**config.mk**
```make
export PLATFORM = sky130hd
export DESIGN_NAME = bilevel_group_row_encoder
export DESIGN_NICKNAME = d
export VERILOG_FILES = /design/src/rtl/bgr_pkg.sv /design/src/rtl/bgr_ram.sv /design/src/rtl/bgr_out_reg.sv /design/src/rtl/bilevel_group_row_encoder.sv
export SDC_FILE = /design/constraint.sdc
export NUM_CORES = 1
export LEC_CHECK = 0
export BUFFER_PORTS_ARGS = -buffer_cell sky130_fd_sc_hd__buf_2
export CAP_MARGIN = 0
export CORE_AREA = 10 10 169 171
export CTS_BUF_LIST = sky130_fd_sc_hd__clkbuf_4 sky130_fd_sc_hd__clkbuf_8
export DETAILED_ROUTE_END_ITERATION = 7
export DIE_AREA = 0 0 179 181
export PLACE_DENSITY = 0.48
export SETUP_SLACK_MARGIN = 0.3
export SLEW_MARGIN = 20
export SYNTH_ARGS = -nofsm -noshare
export SYNTH_HDL_FRONTEND = slang
export SYNTH_SLANG_ARGS = --single-unit
```
**constraint.sdc**
```tcl
create_clock -name clk -period 3.5 [get_ports clk]
set_input_delay 0.525 -clock clk [delete_from_list [all_inputs] [get_ports clk]]
set_output_delay 0.525 -clock clk [all_outputs]
set_load 0.02 [all_outputs]
```
**src/rtl/bgr_pkg.sv**
```systemverilog
// Shared types and constants for the bilevel group row encoder.
package bgr_pkg;

    localparam int MAX_GROUP_DEF = 16;
    localparam int MAX_ROW_BYTES = 8192;
    localparam int WHITE_LIMIT = (MAX_ROW_BYTES < 16383) ? MAX_ROW_BYTES : 16383;

    localparam int SIZE_W = 5;
    localparam int RUN_W = 14;
    localparam int BYTE_W = 8;
    localparam int OUT_DATA_W = 24;
    localparam int OUT_USER_W = 2;

    localparam logic [SIZE_W-1:0] GROUP_BYTES_RESET = 5'd4;

    typedef enum logic [1:0] {
        KIND_FLAG = 2'd0,
        KIND_CODE = 2'd1,
        KIND_RAW  = 2'd2
    } kind_t;

    typedef enum logic [2:0] {
        ST_IDLE,
        ST_CODE,
        ST_RD,
        ST_RAW,
        ST_FLAG
    } state_t;

    typedef struct packed {
        kind_t             kind;
        logic              nonwhite;
        logic [RUN_W-1:0]  run;
        logic              code;
        logic [BYTE_W-1:0] raw;
        logic              last;
    } result_t;

endpackage

```
**src/rtl/bgr_ram.sv**
```systemverilog
// Generic single-port-write, single-port-read RAM with registered read data.
module bgr_ram #(
    parameter int WIDTH = 8,
    parameter int DEPTH = 16,
    parameter int AW = (DEPTH > 1) ? $clog2(DEPTH) : 1
) (
    input  logic             clk,
    input  logic             we,
    input  logic [AW-1:0]    waddr,
    input  logic [WIDTH-1:0] wdata,
    input  logic [AW-1:0]    raddr,
    output logic [WIDTH-1:0] rdata
);

    logic [WIDTH-1:0] mem [DEPTH];
    logic [WIDTH-1:0] rdata_reg;

    always_ff @(posedge clk)
    begin
        if (we)
        begin
            mem[waddr] <= wdata;
        end
        rdata_reg <= mem[raddr];
    end

    assign rdata = rdata_reg;

endmodule

```
**src/rtl/bgr_out_reg.sv**
```systemverilog
// Output register stage that packs one result word onto the master stream.
module bgr_out_reg (
    input  logic                                clk,
    input  logic                                rst_n,
    input  logic                                in_valid,
    output logic                                in_ready,
    input  bgr_pkg::result_t                    in_word,
    output logic                                m_axis_tvalid,
    input  logic                                m_axis_tready,
    // Fields from bit 0: row_nonwhite, white_run[13:0], group_code, raw_byte[7:0].
    output logic [bgr_pkg::OUT_DATA_W-1:0]      m_axis_tdata,
    // Fields from bit 0: out_kind[1:0].
    output logic [bgr_pkg::OUT_USER_W-1:0]      m_axis_tuser,
    output logic                                m_axis_tlast
);

    import bgr_pkg::*;

    logic    valid_reg;
    logic    valid_next;
    result_t word_reg;

    assign in_ready = !valid_reg || m_axis_tready;

    always_comb
    begin
        valid_next = valid_reg;
        if (in_ready)
        begin
            valid_next = in_valid;
        end
    end

    always_ff @(posedge clk or negedge rst_n)
    begin
        if (!rst_n)
        begin
            valid_reg <= 1'b0;
        end
        else
        begin
            valid_reg <= valid_next;
        end
    end

    always_ff @(posedge clk)
    begin
        if (in_ready && in_valid)
        begin
            word_reg <= in_word;
        end
    end

    assign m_axis_tvalid = valid_reg;
    assign m_axis_tdata  = {word_reg.raw, word_reg.code, word_reg.run, word_reg.nonwhite};
    assign m_axis_tuser  = word_reg.kind;
    assign m_axis_tlast  = word_reg.last;

endmodule

```
**src/rtl/bilevel_group_row_encoder.sv**
```systemverilog
// Top level of the bilevel group row encoder: byte intake, group sequencer and output.
// A byte that does not close a group is taken while idle; the next byte may follow at once.
// A closing white group emits no word, a black group a code word, and a diff group a code
// word, then per byte a read on the one read port of the group buffer and a raw word.
// A row end adds a row flag word; a result may wait in the output register.
// Reset clears all control and row state and sets the group size to four bytes.
module bilevel_group_row_encoder #(
    parameter int MAX_GROUP = bgr_pkg::MAX_GROUP_DEF
) (
    input  logic                                clk,
    input  logic                                rst_n,
    input  logic                                s_axis_tvalid,
    output logic                                s_axis_tready,
    // Fields from bit 0: pixel_byte[7:0].
    input  logic [bgr_pkg::BYTE_W-1:0]          s_axis_tdata,
    input  logic                                s_axis_tlast,
    output logic                                m_axis_tvalid,
    input  logic                                m_axis_tready,
    // Fields from bit 0: row_nonwhite, white_run[13:0], group_code, raw_byte[7:0].
    output logic [bgr_pkg::OUT_DATA_W-1:0]      m_axis_tdata,
    // Fields from bit 0: out_kind[1:0].
    output logic [bgr_pkg::OUT_USER_W-1:0]      m_axis_tuser,
    output logic                                m_axis_tlast,
    input  logic                                cfg_wr_en,
    input  logic [bgr_pkg::SIZE_W-1:0]          cfg_wr_data
);

    import bgr_pkg::*;

    localparam int AW = (MAX_GROUP > 1) ? $clog2(MAX_GROUP) : 1;

    state_t              state_reg, state_next;
    logic [SIZE_W-1:0]   group_bytes_reg;
    logic [SIZE_W-1:0]   fill_reg, fill_next;
    logic                white_reg, white_next;
    logic                black_reg, black_next;
    logic [RUN_W-1:0]    pend_reg, pend_next;
    logic                has_reg, has_next;
    logic                diff_reg, diff_next;
    logic                row_end_reg, row_end_next;
    logic [SIZE_W-1:0]   nbytes_reg, nbytes_next;
    logic [SIZE_W-1:0]   cnt_reg, cnt_next;

    logic                accept;
    logic [SIZE_W-1:0]   size_now;
    logic [SIZE_W-1:0]   fill_inc;
    logic                white_upd;
    logic                black_upd;
    logic                group_close;
    logic                raw_final;
    logic [BYTE_W-1:0]   ram_rdata;
    logic                emit_valid;
    logic                emit_ready;
    result_t             emit_word;

    assign s_axis_tready = (state_reg == ST_IDLE);
    assign accept        = s_axis_tvalid && s_axis_tready;

    assign size_now = (group_bytes_reg == '0) ? SIZE_W'(1) :
                      (group_bytes_reg > SIZE_W'(MAX_GROUP)) ? SIZE_W'(MAX_GROUP) :
                      group_bytes_reg;
    assign fill_inc    = fill_reg + SIZE_W'(1);
    assign white_upd   = white_reg && (s_axis_tdata == 8'hFF);
    assign black_upd   = black_reg && (s_axis_tdata == 8'h00);
    assign group_close = (fill_inc >= size_now) || s_axis_tlast;
    assign raw_final   = (SIZE_W'(cnt_reg + SIZE_W'(1)) == nbytes_reg);

    bgr_ram #(
        .WIDTH (BYTE_W),
        .DEPTH (MAX_GROUP),
        .AW    (AW)
    ) u_group_ram (
        .clk   (clk),
        .we    (accept),
        .waddr (fill_reg[AW-1:0]),
        .wdata (s_axis_tdata),
        .raddr (cnt_reg[AW-1:0]),
        .rdata (ram_rdata)
    );

    bgr_out_reg u_out_reg (
        .clk           (clk),
        .rst_n         (rst_n),
        .in_valid      (emit_valid),
        .in_ready      (emit_ready),
        .in_word       (emit_word),
        .m_axis_tvalid (m_axis_tvalid),
        .m_axis_tready (m_axis_tready),
        .m_axis_tdata  (m_axis_tdata),
        .m_axis_tuser  (m_axis_tuser),
        .m_axis_tlast  (m_axis_tlast)
    );

    always_comb
    begin
        state_next   = state_reg;
        fill_next    = fill_reg;
        white_next   = white_reg;
        black_next   = black_reg;
        pend_next    = pend_reg;
        has_next     = has_reg;
        diff_next    = diff_reg;
        row_end_next = row_end_reg;
        nbytes_next  = nbytes_reg;
        cnt_next     = cnt_reg;
        case (state_reg)
            ST_IDLE:
            begin
                if (accept)
                begin
                    if (group_close)
                    begin
                        fill_next    = '0;
                        white_next   = 1'b1;
                        black_next   = 1'b1;
                        row_end_next = s_axis_tlast;
                        nbytes_next  = fill_inc;
                        diff_next    = !black_upd;
                        cnt_next     = '0;
                        if (white_upd)
                        begin
                            if (pend_reg < RUN_W'(WHITE_LIMIT))
                            begin
                                pend_next = pend_reg + RUN_W'(1);
                            end
                            state_next = s_axis_tlast ? ST_FLAG : ST_IDLE;
                        end
                        else
                        begin
                            state_next = ST_CODE;
                        end
                    end
                    else
                    begin
                        fill_next  = fill_inc;
                        white_next = white_upd;
                        black_next = black_upd;
                    end
                end
            end
            ST_CODE:
            begin
                if (emit_ready)
                begin
                    pend_next = '0;
                    has_next  = 1'b1;
                    if (diff_reg)
                    begin
                        state_next = ST_RD;
                    end
                    else
                    begin
                        state_next = row_end_reg ? ST_FLAG : ST_IDLE;
                    end
                end
            end
            ST_RD:
            begin
                state_next = ST_RAW;
            end
            ST_RAW:
            begin
                if (emit_ready)
                begin
                    cnt_next = cnt_reg + SIZE_W'(1);
                    if (raw_final)
                    begin
                        state_next = row_end_reg ? ST_FLAG : ST_IDLE;
                    end
                    else
                    begin
                        state_next = ST_RD;
                    end
                end
            end
            ST_FLAG:
            begin
                if (emit_ready)
                begin
                    pend_next  = '0;
                    has_next   = 1'b0;
                    state_next = ST_IDLE;
                end
            end
            default:
            begin
                state_next = ST_IDLE;
            end
        endcase
    end

    always_comb
    begin
        emit_valid = 1'b0;
        emit_word  = '0;
        case (state_reg)
            ST_CODE:
            begin
                emit_valid     = 1'b1;
                emit_word.kind = KIND_CODE;
                emit_word.run  = pend_reg;
                emit_word.code = diff_reg;
                emit_word.last = !diff_reg && !row_end_reg;
            end
            ST_RAW:
            begin
                emit_valid     = 1'b1;
                emit_word.kind = KIND_RAW;
                emit_word.raw  = ram_rdata;
                emit_word.last = raw_final && !row_end_reg;
            end
            ST_FLAG:
            begin
                emit_valid         = 1'b1;
                emit_word.kind     = KIND_FLAG;
                emit_word.nonwhite = has_reg;
                emit_word.run      = has_reg ? pend_reg : '0;
                emit_word.last     = 1'b1;
            end
            default:
            begin
                emit_valid = 1'b0;
            end
        endcase
    end

    always_ff @(posedge clk or negedge rst_n)
    begin
        if (!rst_n)
        begin
            state_reg       <= ST_IDLE;
            group_bytes_reg <= GROUP_BYTES_RESET;
            fill_reg        <= '0;
            white_reg       <= 1'b1;
            black_reg       <= 1'b1;
            pend_reg        <= '0;
            has_reg         <= 1'b0;
            diff_reg        <= 1'b0;
            row_end_reg     <= 1'b0;
            nbytes_reg      <= '0;
            cnt_reg         <= '0;
        end
        else
        begin
            state_reg   <= state_next;
            fill_reg    <= fill_next;
            white_reg   <= white_next;
            black_reg   <= black_next;
            pend_reg    <= pend_next;
            has_reg     <= has_next;
            diff_reg    <= diff_next;
            row_end_reg <= row_end_next;
            nbytes_reg  <= nbytes_next;
            cnt_reg     <= cnt_next;
            if (cfg_wr_en)
            begin
                group_bytes_reg <= cfg_wr_data;
            end
        end
    end

    // The open group never holds a full buffer between bytes.
    assert property (@(posedge clk) disable iff (!rst_n)
        fill_reg < SIZE_W'(MAX_GROUP))
        else $error("group fill reached the buffer depth");

    // Raw byte reads stay inside the closed group.
    assert property (@(posedge clk) disable iff (!rst_n)
        (state_reg == ST_RAW || state_reg == ST_RD) |-> (cnt_reg < nbytes_reg))
        else $error("raw byte index beyond the closed group");

    // Every row end leads to work that ends in a row flag word.
    assert property (@(posedge clk) disable iff (!rst_n)
        (accept && s_axis_tlast) |=> (state_reg != ST_IDLE))
        else $error("row end accepted without a row flag");

    // A row flag word always closes the results of its byte.
    assert property (@(posedge clk) disable iff (!rst_n)
        (m_axis_tvalid && (m_axis_tuser == KIND_FLAG)) |-> m_axis_tlast)
        else $error("row flag word without last mark");

    // No byte is taken while the sequencer still has results of the previous one to emit.
    assert property (@(posedge clk) disable iff (!rst_n)
        (state_reg == ST_CODE || state_reg == ST_RAW || state_reg == ST_FLAG) |-> !s_axis_tready)
        else $error("input ready while results pending");

endmodule

```
==> results.yml <==
cts:
  clkTransAtPathRegs_ns: 0.06
  cts_root_buf: "clkbuf_8"
  clock_path_buffers: 3
  ctsResizeCount: 0
  htree_num_levels: 2
  cts-buffers-inserted: 37
  cts_tree: "built"
  holdBufCountCts: 0
  cts_sinks: 206
  post_cts_buffers: 0
  clk_latency_ns: 0.54
floorplanning:
  core_area_um2: 25000
  fp-row-count: 58
  die_w_um: 179
  ios: 48
  die_y_um: 181
  dieArea_um2: 32400
  initial_core_util_pct: 34.7
routing:
  drt-vias-per-instance: 5.03
  drc: 0
  num_vias: 4959
  post_drt_wl_per_cell_um: 19.0
  ant_nets: 0
  wirelength_mm: 18.8
  drt_iter0_drc: 400
  firstDrtPassIters: 4
yosys:
  synth_cells: 551
  ys_ff_latch: 206
  syn_avg_cell_area_um2: 15.8
  ys_warn_count: 0
  syn_area_um2: 8680
  synthArstFlopShare_pct: 20.9
  ys_types: 61
  seq_area_frac_synth_pct: 67.9
  syn_nets: 581
  synth-edff-count: 155
  ys_dominant_reg_cell: "edfxtp_1"
global_route:
  antenna_found_initial: 0
  grt_start_max_net_pins: 44
  grt_util_all_layers_pct: 11.7
  grt_pass1_wl_mm: 30.0
  grt_remaining_overflow: 0
  grt_pass1_vias: 5172
pwr:
  power.total_mw: 7.75
  powerDensity_nw_per_um2: 767
  p_leak_nw: 3.74
  vdd_drop_max_v: 0.000255
worst_setup_path:
  reg2reg_from: "fill_reg[0]"
  end_kind: "flip-flop"
  startpoint: "fill_reg[0]"
  arrival_ns: 3.30
  worst_setup_path_start_kind: "flip-flop"
  crit_type: "flip-flop to flip-flop"
  worstPathMaxFanout: 6
  required_ns: 3.96
layout:
  fill_cells: 2334
  largest_reg_flops: 128
  final_util_pct: 40.4
  antennaDiodeCount: 0
  nNetsFinal: 658
  ff_latch_area_um2: 5900
  area_growth_pct: 16.5
  drive_gt1_share_pct: 29.5
  layout_common_cells: "edfxtp_1, buf_2, clkbuf_8"
  multi_input_area_um2: 2570
  layout_commonest_cell: "edfxtp_1"
hold_path:
  hp-class: "input port to async pin"
placed_design:
  port_buffers: 47
  dpl.hpwl_mm: 12.6
  routabilityCongestion: 0.800
timing:
  fin_skew_ns: 0.0327
  fin_crit_sh_pct: 81.2
  timing.fmax_ghz: 0.352
  tns_ns: 0
  worst_slew_pin_slew_ns: 0.939
  rsz0062_at_grt: "false"
  slew_headroom_pct: 37.2
  whs_ns: -0.00848
  period_needed_ns: 2.84
  final-hold-violation-count: 5
  setup_viol: 0
  final_max_slew_viol_count: 0
status:
  violations: "negative hold slack"
  outcome: "finished, violations left"
flow_run:
  cap_violations: 0
[final timing paths]
| path | slack (ns) | cells past startpoint | to |
|---|---|---|---|
| min in group clk | 0.23 | 3 | group_bytes_reg[4] |
| max in group asynchronous | 3.06 | 1 | cnt_reg[0] |
| worst min register to register | 0.50 | 2 | black_reg |
| worst max register to register | 0.66 | 8 | cnt_reg[2] |
| worst min-delay path | -0.008 | 1 | fill_reg[3] |
| worst max-delay path | 0.66 | 8 | cnt_reg[2] |
[layer usage]
layer	GRT usage, %	share of wire, %	up-vias
met5	0	0	-
met4	3.90	2.0	0
met3	2.96	5.5	33
met2	17.8	47	121
met1	15.9	46	2499
li1	-	-	2306
[logic make-up (layout without fill, tap and decap cells)]
| logic type | after synthesis | count (layout) | share of synthesized area (%) |
|---|---|---|---|
| flip-flops | 206 | 206 | 67.9 |
| AND/OR/NAND/NOR | 151 | 151 | 9.15 |
| AO/OA/AOI/OAI | 79 | 79 | 6.26 |
| multiplexers | 51 | 51 | 11.8 |
| buffers and inverters | 45 | 149 | 2.52 |
| adder cells (fa/ha/maj) | 11 | 11 | 1.59 |
| XOR/XNOR | 8 | 8 | 0.807 |
[worst max-delay path, stage by stage, from the launching register on]
cell     delay (ns)
dfrtp_1        0.43
ha_1           0.28
nand3_1        0.12
xnor2_1        0.26
ha_1           0.34
a211o_1        0.32
a31oi_1        0.44
o21ai_0        0.33
a31oi_1        0.26
[layout make-up]
cell class | instances | area share (%)
timing repair buffer | 66 | 3.76
clock inverter | 11 | 1.22
multi-input combinational | 300 | 25.4
tap | 330 | 4.08
clock buffer | 55 | 6.62
inverter | 17 | 0.631
sequential | 206 | 58.3
[synth_stat cells, drive strengths merged (6+ instances only)]
| cell | instances | area share, % |
|---|---|---|
| edfxtp | 155 | 54 |
| dfrtp | 40 | 12 |
| mux4 | 40 | 10 |
| nand2 | 38 | 1.7 |
| nor2 | 26 | 1.2 |
| a31oi | 25 | 1.8 |
| o21ai | 21 | 1.2 |
| and3 | 17 | 1.2 |
| inv | 17 | 0.74 |
| nand3 | 16 | 0.92 |
| buf | 15 | 1.2 |
| clkbuf | 13 | 0.56 |
| nor2b | 12 | 0.86 |
| ha | 11 | 1.6 |
| nor3 | 10 | 0.58 |
| mux2 | 9 | 1.2 |
| dfxtp | 8 | 1.8 |
| a21oi | 7 | 0.40 |
| and2b | 6 | 0.52 |
[stage by stage]
step                instance area (um2)  hold slack, ns  instances  worst slack [ns]
global placement                   9320           0.482        919             0.742
global route                      10100          0.0210        985             0.303
floorplan                          8680           0.229        551              1.03
detailed placement                 9320           0.488        919             0.659
finish                            10100        -0.00848        985             0.659
CTS                               10100           0.176        985             0.660
[report_power, final]
part           switching, mW  internal (mW)
Sequential             0.236           3.01
Combinational           1.25          0.886
Clock                  0.987           1.39
No activity file was read; power rests on OpenSTA's default activity.
